--- config.mk ---
export PLATFORM = sky130hd
export DESIGN_NAME = rc_channel_frame_decoder_top
export DESIGN_NICKNAME = d
export VERILOG_FILES = /design/src/rcfd_pkg.sv /design/src/rc_channel_frame_decoder_top.sv
export SDC_FILE = /design/constraint.sdc
export NUM_CORES = 1
export LEC_CHECK = 0
export BUFFER_PORTS_ARGS = -buffer_cell sky130_fd_sc_hd__buf_4
export CORE_MARGIN = 2
export CORE_UTILIZATION = 55
export DETAILED_ROUTE_END_ITERATION = 16
export PLACE_DENSITY = 0.7
export SETUP_SLACK_MARGIN = 0.5
export SKIP_LAST_GASP = 1
export SYNTH_ARGS = -nofsm -noshare
export SYNTH_HDL_FRONTEND = slang
export SYNTH_SLANG_ARGS = --single-unit
--- constraint.sdc ---
create_clock -name aclk -period 5.3 [get_ports aclk]
set_input_delay 0.53 -clock aclk [delete_from_list [all_inputs] [get_ports aclk]]
set_output_delay 0.53 -clock aclk [all_outputs]
set_load 0.005 [all_outputs]
--- src/rcfd_pkg.sv ---
// Shared constants and types for the RC channel frame decoder.
// No dependencies; imported by rc_channel_frame_decoder_top.
package rcfd_pkg;

    localparam int FRAME_BYTES = 32;           // 6..64
    localparam int MAX_CH      = 14;
    localparam int NUM_CH_RAW  = (FRAME_BYTES - 4) / 2;
    localparam int NUM_CH      = (NUM_CH_RAW > MAX_CH) ? MAX_CH : NUM_CH_RAW;

    localparam int POS_W = 6;
    localparam int CH_W  = 4;

    localparam logic [7:0]       HDR0      = 8'h20;
    localparam logic [7:0]       HDR1      = 8'h40;
    localparam logic [15:0]      SUM_INIT  = 16'hFFFF;
    localparam logic [15:0]      SUM_HDR   = SUM_INIT - 16'(HDR0) - 16'(HDR1);
    localparam logic [POS_W-1:0] POS_BODY0 = POS_W'(2);
    localparam logic [POS_W-1:0] POS_SUM_LO = POS_W'(FRAME_BYTES - 2);
    localparam logic [POS_W-1:0] POS_SUM_HI = POS_W'(FRAME_BYTES - 1);
    localparam logic [CH_W-1:0]  CH_LAST   = CH_W'(NUM_CH - 1);
    localparam logic [POS_W-1:0] CH_LIMIT  = POS_W'(MAX_CH);

    typedef enum logic [4:0] {
        ST_HUNT = 5'b00001,
        ST_HDR1 = 5'b00010,
        ST_BODY = 5'b00100,
        ST_RD   = 5'b01000,
        ST_LOAD = 5'b10000
    } state_t;

endpackage

--- src/rc_channel_frame_decoder_top.sv ---
// RC servo frame decoder (header hunt, checksum, channel store, drain); needs rcfd_pkg.
// An error beat is registered when the final frame byte is taken; channel beats pass
// through ST_RD (store read), ST_LOAD and the output register while m_ready stays high.
// Throughput: 1 byte per cycle in a frame, the final byte waiting for a free output register;
// after a good frame no byte is taken while the store's single read port drains its channels.
// Reset: sync, active low: hunting, checksum 0xFFFF; store kept, each emitted word is fresh.
module rc_channel_frame_decoder_top
    import rcfd_pkg::*;
(
    input  logic            aclk,
    input  logic            aresetn,
    input  logic            s_valid,
    output logic            s_ready,
    input  logic [7:0]      s_rx_byte,
    output logic            m_valid,
    input  logic            m_ready,
    output logic [CH_W-1:0] m_channel_index,
    output logic [15:0]     m_channel_value,
    output logic            m_frame_error,
    output logic            m_last_of_frame
);

    // Control state
    state_t            state_reg,  state_next;
    logic [POS_W-1:0]  pos_reg,    pos_next;
    logic [15:0]       sum_reg,    sum_next;
    logic [7:0]        low_reg,    low_next;
    logic [CH_W-1:0]   rd_idx_reg, rd_idx_next;

    // Output register (one beat)
    logic              out_valid_reg, out_valid_next;
    logic [CH_W-1:0]   out_idx_reg,   out_idx_next;
    logic [15:0]       out_val_reg,   out_val_next;
    logic              out_err_reg,   out_err_next;
    logic              out_last_reg,  out_last_next;

    // Channel store: one write port (body bytes), one registered read port (drain).
    // Writes happen only in ST_BODY and reads only in ST_RD, so accesses never overlap.
    logic [15:0]       ch_mem [MAX_CH];
    logic [15:0]       rd_data_reg;
    logic              mem_we;
    logic [CH_W-1:0]   mem_waddr;
    logic [POS_W-1:0]  ch_pos;

    logic              accept;
    logic              out_free;
    logic [15:0]       rx_sum;

    assign out_free = !out_valid_reg || m_ready;

    // Bytes are taken in the three receive states. The final frame byte may emit an
    // error beat at once, so it also waits for a free output register.
    always_comb begin
        case (state_reg)
            ST_HUNT, ST_HDR1: s_ready = 1'b1;
            ST_BODY:          s_ready = (pos_reg != POS_SUM_HI) || out_free;
            default:          s_ready = 1'b0;
        endcase
    end

    assign accept = s_valid && s_ready;
    assign rx_sum = {s_rx_byte, low_reg};

    // Odd payload position p holds the high byte of channel (p-3)/2
    assign ch_pos    = (pos_reg - POS_W'(3)) >> 1;
    assign mem_waddr = ch_pos[CH_W-1:0];
    assign mem_we    = accept && (state_reg == ST_BODY) && (pos_reg < POS_SUM_LO)
                       && pos_reg[0] && (ch_pos < CH_LIMIT);

    always_comb begin
        state_next     = state_reg;
        pos_next       = pos_reg;
        sum_next       = sum_reg;
        low_next       = low_reg;
        rd_idx_next    = rd_idx_reg;
        out_valid_next = out_valid_reg && !m_ready;
        out_idx_next   = out_idx_reg;
        out_val_next   = out_val_reg;
        out_err_next   = out_err_reg;
        out_last_next  = out_last_reg;

        case (state_reg)
            ST_HUNT: begin
                if (accept && (s_rx_byte == HDR0)) begin
                    state_next = ST_HDR1;
                end
            end
            ST_HDR1: begin
                if (accept) begin
                    if (s_rx_byte == HDR1) begin
                        state_next = ST_BODY;
                        pos_next   = POS_BODY0;
                        sum_next   = SUM_HDR;
                    end else if (s_rx_byte != HDR0) begin
                        state_next = ST_HUNT;
                    end
                end
            end
            ST_BODY: begin
                if (accept) begin
                    pos_next = pos_reg + POS_W'(1);
                    if (pos_reg < POS_SUM_LO) begin
                        sum_next = sum_reg - {8'h00, s_rx_byte};
                        if (!pos_reg[0]) begin
                            low_next = s_rx_byte;
                        end
                    end else if (pos_reg == POS_SUM_LO) begin
                        low_next = s_rx_byte;
                    end else begin
                        // Final byte: compare and wrap up the frame
                        pos_next = '0;
                        sum_next = SUM_INIT;
                        low_next = '0;
                        if (rx_sum == sum_reg) begin
                            state_next  = ST_RD;
                            rd_idx_next = '0;
                        end else begin
                            state_next     = ST_HUNT;
                            out_valid_next = 1'b1;
                            out_idx_next   = '0;
                            out_val_next   = '0;
                            out_err_next   = 1'b1;
                            out_last_next  = 1'b1;
                        end
                    end
                end
            end
            ST_RD: begin
                state_next = ST_LOAD;   // read issued this cycle
            end
            ST_LOAD: begin
                if (out_free) begin
                    out_valid_next = 1'b1;
                    out_idx_next   = rd_idx_reg;
                    out_val_next   = rd_data_reg;
                    out_err_next   = 1'b0;
                    out_last_next  = (rd_idx_reg == CH_LAST);
                    if (rd_idx_reg == CH_LAST) begin
                        state_next = ST_HUNT;
                    end else begin
                        state_next  = ST_RD;
                        rd_idx_next = rd_idx_reg + CH_W'(1);
                    end
                end
            end
            default: begin
                state_next = ST_HUNT;
            end
        endcase
    end

    always_ff @(posedge aclk) begin
        if (!aresetn) begin
            state_reg     <= ST_HUNT;
            pos_reg       <= '0;
            sum_reg       <= SUM_INIT;
            low_reg       <= '0;
            rd_idx_reg    <= '0;
            out_valid_reg <= 1'b0;
        end else begin
            state_reg     <= state_next;
            pos_reg       <= pos_next;
            sum_reg       <= sum_next;
            low_reg       <= low_next;
            rd_idx_reg    <= rd_idx_next;
            out_valid_reg <= out_valid_next;
        end
    end

    // Output payload, no reset needed
    always_ff @(posedge aclk) begin
        out_idx_reg  <= out_idx_next;
        out_val_reg  <= out_val_next;
        out_err_reg  <= out_err_next;
        out_last_reg <= out_last_next;
    end

    // Channel store
    always_ff @(posedge aclk) begin
        if (mem_we) begin
            ch_mem[mem_waddr] <= {s_rx_byte, low_reg};
        end
    end

    always_ff @(posedge aclk) begin
        if (state_reg == ST_RD) begin
            rd_data_reg <= ch_mem[rd_idx_reg];
        end
    end

    assign m_valid         = out_valid_reg;
    assign m_channel_index = out_idx_reg;
    assign m_channel_value = out_val_reg;
    assign m_frame_error   = out_err_reg;
    assign m_last_of_frame = out_last_reg;

    // Error beat is always index 0 and closes its frame
    a_err_beat: assert property (@(posedge aclk) disable iff (!aresetn)
        (out_valid_reg && out_err_reg) |-> (out_last_reg && (out_idx_reg == '0)))
        else $error("error beat with bad index or last flag");

    // Drain index stays inside the emitted channel range
    a_rd_range: assert property (@(posedge aclk) disable iff (!aresetn)
        ((state_reg == ST_RD) || (state_reg == ST_LOAD)) |-> (rd_idx_reg <= CH_LAST))
        else $error("drain index out of range");

    // Store is written only while collecting payload, never during drain
    a_we_body: assert property (@(posedge aclk) disable iff (!aresetn)
        mem_we |-> ((state_reg == ST_BODY) && (pos_reg >= POS_BODY0 + POS_W'(1))))
        else $error("channel store written outside frame payload");

    // Read data is ready in ST_LOAD, the cycle after the read was issued
    a_rd_then_load: assert property (@(posedge aclk) disable iff (!aresetn)
        (state_reg == ST_RD) |=> (state_reg == ST_LOAD))
        else $error("read not followed by load");

    // Body position never leaves the frame
    a_pos_range: assert property (@(posedge aclk) disable iff (!aresetn)
        (state_reg == ST_BODY) |-> ((pos_reg >= POS_BODY0) && (pos_reg <= POS_SUM_HI)))
        else $error("byte position outside frame");

endmodule
# After elaboration in Yosys (flattened, before gate mapping)
# Memories as Yosys holds them, arrays and structs flattened. A register that Yosys moved wholly into a read port is not among the register bits.
# Cells that the tools add are included.
# word_totals
latchBits	0
rom_bits	0
reg_bits	62
wordCells	124
input_bits	12
memories	1
mem_bits_rw	224
output_inout_bits	24
# classes
muxes	62
shift	0
multipliers	0
reduce_logical	20
eq_ne	25
n_lt_le_gt_ge	2
addsub	4
bitwise	0
div_mod_pow	0
# memory_table
memory	words	width	rd	rd_ports_with_merged_regs	write_ports	line_no	source
ch_mem	14	16	1	1	1	rc_channel_frame_decoder_top.sv:39	logic [15:0] ch_mem [MAX_CH];
# op_table
operator	count
$mux W16	10
$pmux W16 S2	2
$mux W4	13
$mux W5	8
$mux W6	5
$pmux W5 S5	1
$mux W8	3
$ne A2 B2 Y1 const B	10
$eq A16 B16 Y1	1
$pmux W4 S2	2
$sub A16 B8 Y16	1
$reduce_and A7 Y1	2
$mux W1	13
$pmux W6 S2	1
$eq A8 B6 Y1 const B	1
$eq A8 B7 Y1 const B	1
$ne A8 B6 Y1 const B	1
$pmux W1 S2	4
$logic_and A1 B1 Y1	7
$add A6 B1 Y6 const B	1
$eq A6 B5 Y1 const B	1
$lt A6 B5 Y1 const B	1
$ne A3 B3 Y1 const B	2
$ne A6 B5 Y1 const B	1
other kinds (18)	21

# Longest topological paths before layout
# logic_depth
word_depth	11
depth_mapped	9
depth_no_buf	9

# Worst setup path after synthesis
# No wires, ideal clock.
# synth_timing
kind	reg-to-reg
startpoint	reg pos_reg[0]
endpoint	reg out_idx_reg[0] (netlist: m_channel_index[0]) (enable)
stages_incl_launch_ff	7
period_less_slack_ps	2903
setup_ps	409
slack_ps	2397
arrival_ps	2494
t_required_ps	4891
cell_sequence	dfxtp_1 clkbuf_1 inv_1 ha_1 o21ba_2 or3_1 o22ai_1
# synth_between
elab_chain_len	6
elab_cells_between_ends	10
classes_between	1 x order compare; 5 x eq/ne; 1 x mux; 3 x reduce/logical
# synth_rtl
element	line_no	source
from (decl)	rc_channel_frame_decoder_top.sv:25	logic [POS_W-1:0] pos_reg, pos_next;
from (signal assigned)	rc_channel_frame_decoder_top.sv:162	pos_reg <= pos_next;
$ne A6 B5 Y1	rc_channel_frame_decoder_top.sv:56	ST_BODY: s_ready = (pos_reg != POS_SUM_HI) || out_free;
$logic_or A1 B1 Y1	rc_channel_frame_decoder_top.sv:56	
$pmux W1 S2	rc_channel_frame_decoder_top.sv:54	case (state_reg)
$logic_and A1 B1 Y1	rc_channel_frame_decoder_top.sv:61	assign accept = s_valid && s_ready;
$ne A2 B2 Y1 (no source line)	n/a	
$reduce_and A6 Y1 (no source line) (*)	n/a	
to (signal assigned)	rc_channel_frame_decoder_top.sv:172	out_idx_reg <= out_idx_next;
to (decl)	rc_channel_frame_decoder_top.sv:32	logic [CH_W-1:0] out_idx_reg, out_idx_next;
# Mark *: on every way between the ends. The rest lies on a longest branch, timed or not.
# A chain may end at the register's enable or synchronous reset.

# Worst setup path in the final report
# layout_timing
startpoint	reg state_reg[0]
endpoint	mem ch_mem[11][15] (enable)
# layout_between
elab_chain_len	10
elab_cells_between_ends	12
classes_between	3 x eq/ne; 3 x mux; 6 x reduce/logical
# layout_rtl
element	line_no	source
from (decl)	rc_channel_frame_decoder_top.sv:24	state_t state_reg, state_next;
from (signal assigned)	rc_channel_frame_decoder_top.sv:161	state_reg <= state_next;
$eq A5 B2 Y1 or $eq A5 B1 Y1 (tied branches)	rc_channel_frame_decoder_top.sv:54	
$reduce_or A2 Y1	rc_channel_frame_decoder_top.sv:54	
$pmux W1 S2	rc_channel_frame_decoder_top.sv:54	
$logic_and A1 B1 Y1	rc_channel_frame_decoder_top.sv:61	
$logic_and A1 B1 Y1 (*) (2 in a row)	rc_channel_frame_decoder_top.sv:67	assign mem_we = accept && (state_reg == ST_BODY) && (pos_reg < POS_SUM_LO)
$logic_and A1 B1 Y1 (*) (2 in a row)	rc_channel_frame_decoder_top.sv:68	&& pos_reg[0] && (ch_pos < CH_LIMIT);
$mux W1 (*)	rc_channel_frame_decoder_top.sv:180	if (mem_we) begin
$mux W1 (implied by the code) (*)	rc_channel_frame_decoder_top.sv:181	ch_mem[mem_waddr] <= {s_rx_byte, low_reg};
to (decl)	rc_channel_frame_decoder_top.sv:39	
# Marked as above.

==> summary.md <==
| Metric | Value |
|---|---|
| Most frequent cells in the layout | `262 x edfxtp_1, 64 x mux4_2, 55 x buf_4` |
| Via density | `6.16` |
| Synth warn | `0` |
| Synth Area in XOR/XNOR | `1.76%` |
| Max-Cap Viols | `0` |
| Total grt overflow | `0` |
| Sequential fraction of the synthesis area | `69.7%` |
| FFs w/ async S/R, synth | `0%` |
| Largest reg by FF count | `ch_mem` |
| Die area | `23800 µm²` |
| Clock Power Share | `42.1%` |
| Crit Path Class | `reg -> reg` |
| Synth Register Bits | `302` |
| Final cell count without fillers | `1098` |
| Post-cts hold buffer count | `0` |
| Sequential power share | `54.1%` |
| Fin crit share | `57.8%` |
| CP endpoint kind | `flop` |
| DR iter-0 viols | `626` |
| WL per Instance | `23.7 µm` |
| P&R area growth vs syn | `12.6%` |
| Max_slew headroom | `33.2%` |
| Die W | `154 µm` |
| Post_cts resized | `0` |
| Total power draw | `4.76 mW` |
| Post-DP Area | `13100 µm²` |
| VDD IR max | `0.281 mV` |
| Sw Share | `19.9%` |
| Global-route wire length before repair | `40.3 mm` |
| Status | `complete, no violations` |
| Switching power | `950 µW` |
| Share of cells above drive strength 1 | `22.9%` |
| RSZ-0062 raised after global routing | `no` |
| Core Area | `22400 µm²` |
| Largest net degree at the start of global routing | `54` |
| IO Port Bufs | `35` |
| Int Pwr | `3.81 mW` |
| End of the critical path | `ch_mem[11][15]$_DFFE_PP_` |
| HP Class | `in -> reg` |
| Clock Sinks | `302` |
| Clk_lat worst skew | `540 ps` |
| Logic pwr share | `3.8%` |
| Clock skew | `15.9 ps` |
| Syn avg cell area | `16.8 µm²` |
| First element of the critical path | `state_reg[0]$_SDFFE_PN1P_` |
| Primary FF master, synth | `edfxtp_1` |
| CTS tree | `built` |
| Die Y | `154 µm` |
| Antenna violations before repair | `0` |
| Area share of fa/ha/maj cells after synthesis | `1.37%` |
| # rows | `55` |
| R2R Path Start | `state_reg[0]$_SDFFE_PN1P_` |
| Placed cells | `1045` |
| Reg2Reg Capture Point | `ch_mem[11][15]$_DFFE_PP_` |
| Ports | `36` |
| Vias in the first global route | `6834` |
| PD cells | `340 nW/µm²` |
| # diodes | `0` |
| Worst-margin pin slew | `1000 ps` |
| Mux cell area share after synthesis | `13.1%` |
| Nets | `816` |
| Setup slack, reg-to-reg | `2240 ps` |
| DRT Pass-1 Iters | `5` |
| Synth top area share | `63.2%` |
| Simple-Gate Fraction of Synth Area | `8.10%` |
| Initial Util | `55.5%` |
| Total nets after synthesis | `764` |
| # DRC | `0` |
| Final setup vio count | `0` |
| Critical path fanouts, max | `9` |
| Design area | `14000 µm²` |
| Min cycle time layout | `3060 ps` |
| Startpoint types | `flop` |
| Compound-Gate Fraction of Synth Area | `4.39%` |
| Routed Wire Length | `26.0 mm` |
| Setup Buffers After CTS | `0` |
| Max Fclk | `0.326 GHz` |
| Max clock buf depth | `3` |
| Worst reg2reg path depth | `7` |
| Via count | `6761` |
| CP arrival | `3290 ps` |
| Synth cell types | `59` |
| Clock-pin slew on the worst setup and hold paths | `60 ps` |
| Most common cell after layout, fill and taps aside | `edfxtp_1` |
| Remaining antenna violation count | `0` |
| CTS Buf Count | `29` |
| Htree depth | `1` |
| Combinational family with the most area after synthesis | `multiplexers` |
| Placed wire-length estimate | `16.1 mm` |
| Fin util | `62.5%` |
| TNS Setup | `0 ps` |
| Critical path required time | `5530 ps` |
| Synth area leaders | `edfxtp_1 63%, mux4_2 12%, dfxtp_1 6.4%, mux2_2 1.4%, xnor2_1 1.3%` |
| Final number of max-transition violations | `0` |
| RD Place Congestion | `0.921` |
| Root buffer cell | `clkbuf_16` |
| Hold Fails Final Rpt | `0` |
| Cells after Synth | `739` |
| Number of flip-flops in the largest register | `224` |
| Top cell type by total area after synthesis | `edfxtp_1` |
| Post-synth EDFFs | `262` |
| Leakage | `4.77 nW` |
| Syn Std Cell Area | `12400 µm²` |
| Total track usage | `22.3%` |
synthesized netlist by cell type, types with 3 or more instances:
| master | number |
|---|---|
| nand3_1 | 22 |
| o21ai_0 | 12 |
| nor4_1 | 7 |
| mux2_2 | 16 |
| ha_1 | 12 |
| nand3b_1 | 3 |
| nand2_1 | 32 |
| inv_1 | 16 |
| nand4_1 | 10 |
| nor3_1 | 12 |
| o31ai_1 | 6 |
| a21oi_1 | 19 |
| nor2_1 | 38 |
| nor2b_1 | 5 |
| o22ai_1 | 3 |
| and2_1 | 22 |
| dfxtp_1 | 40 |
| clkbuf_1 | 30 |
| o211a_1 | 3 |
| nand2b_1 | 5 |
| edfxtp_1 | 262 |
| a31oi_1 | 4 |
| xor2_1 | 7 |
| or2_2 | 3 |
| o211ai_1 | 6 |
| or3_1 | 8 |
| mux4_2 | 64 |
| xnor2_1 | 18 |
| o21a_1 | 9 |
| or4_1 | 7 |
critical path: stages, from the launching register on:
cell,delay (ps)
dfxtp_1,370
nor3_1,430
and3_1,260
nand2_1,110
nor4_1,360
nand2_1,180
nor2_1,680
buf_4,360
power groups by stage:
stage	Sequential (mW)	Clock, mW	Combinational, mW
after CTS	2.58	2.04	0.176
after detailed placement	2.63	0	0.175
after global routing	2.58	2.13	0.195
after global placement	2.63	0	0.172
final	2.58	2.00	0.180
after floorplan	2.62	0	0.124
per-layer routing:
layer	track usage [%]	vias to the layer above	share of wire, %
li1	-	3041	-
met1	31.1	3440	42
met2	37.5	244	49
met3	3.47	36	6.1
met4	5.60	0	2.0
met5	0	-	0
worst min path at each step:
stage / start / to / slack (ps) / cells past startpoint
after floorplan: sum_reg[14]$_SDFFE_PN1P_ / sum_reg[14]$_SDFFE_PN1P_ / 490 / 2
after global placement: rd_data_reg[7]$_DFFE_PP_ / m_channel_value[7]$_SDFFCE_PP0P_ / 500 / 1
after detailed placement: rd_data_reg[3]$_DFFE_PP_ / m_channel_value[3]$_SDFFCE_PP0P_ / 510 / 1
after CTS: aresetn / sum_reg[4]$_SDFFE_PN1P_ / 260 / 2
after global routing: aresetn / sum_reg[3]$_SDFFE_PN1P_ / 280 / 2
final: aresetn / sum_reg[4]$_SDFFE_PN1P_ / 280 / 2
final cells by class:
type | count | area (µm²)
Tap cell | 285 | 357
Inverter | 17 | 63.8
Sequential cell | 302 | 8670
Multi-Input combinational cell | 386 | 3580
Clock buffer | 38 | 779
Clock inverter | 15 | 149
Timing Repair Buffer | 55 | 413
Fill cell | 1627 | 8420
per-stage QoR:
stage	hold WS (ps)	setup slack, ps
floorplan	486	2400
global placement	500	2000
detailed placement	508	1980
CTS	262	2240
global route	284	1980
finish	284	2240
kinds of logic after synthesis:
family	after synthesis
adders and majority gates	13
DFF	302
xor gates and xnor gates	25
buffers and inverters	51
AOI/OAI and AO/OA	79
and+or+nand+nor	188
muxes	81
No activity file was read; power rests on OpenSTA's default activity.
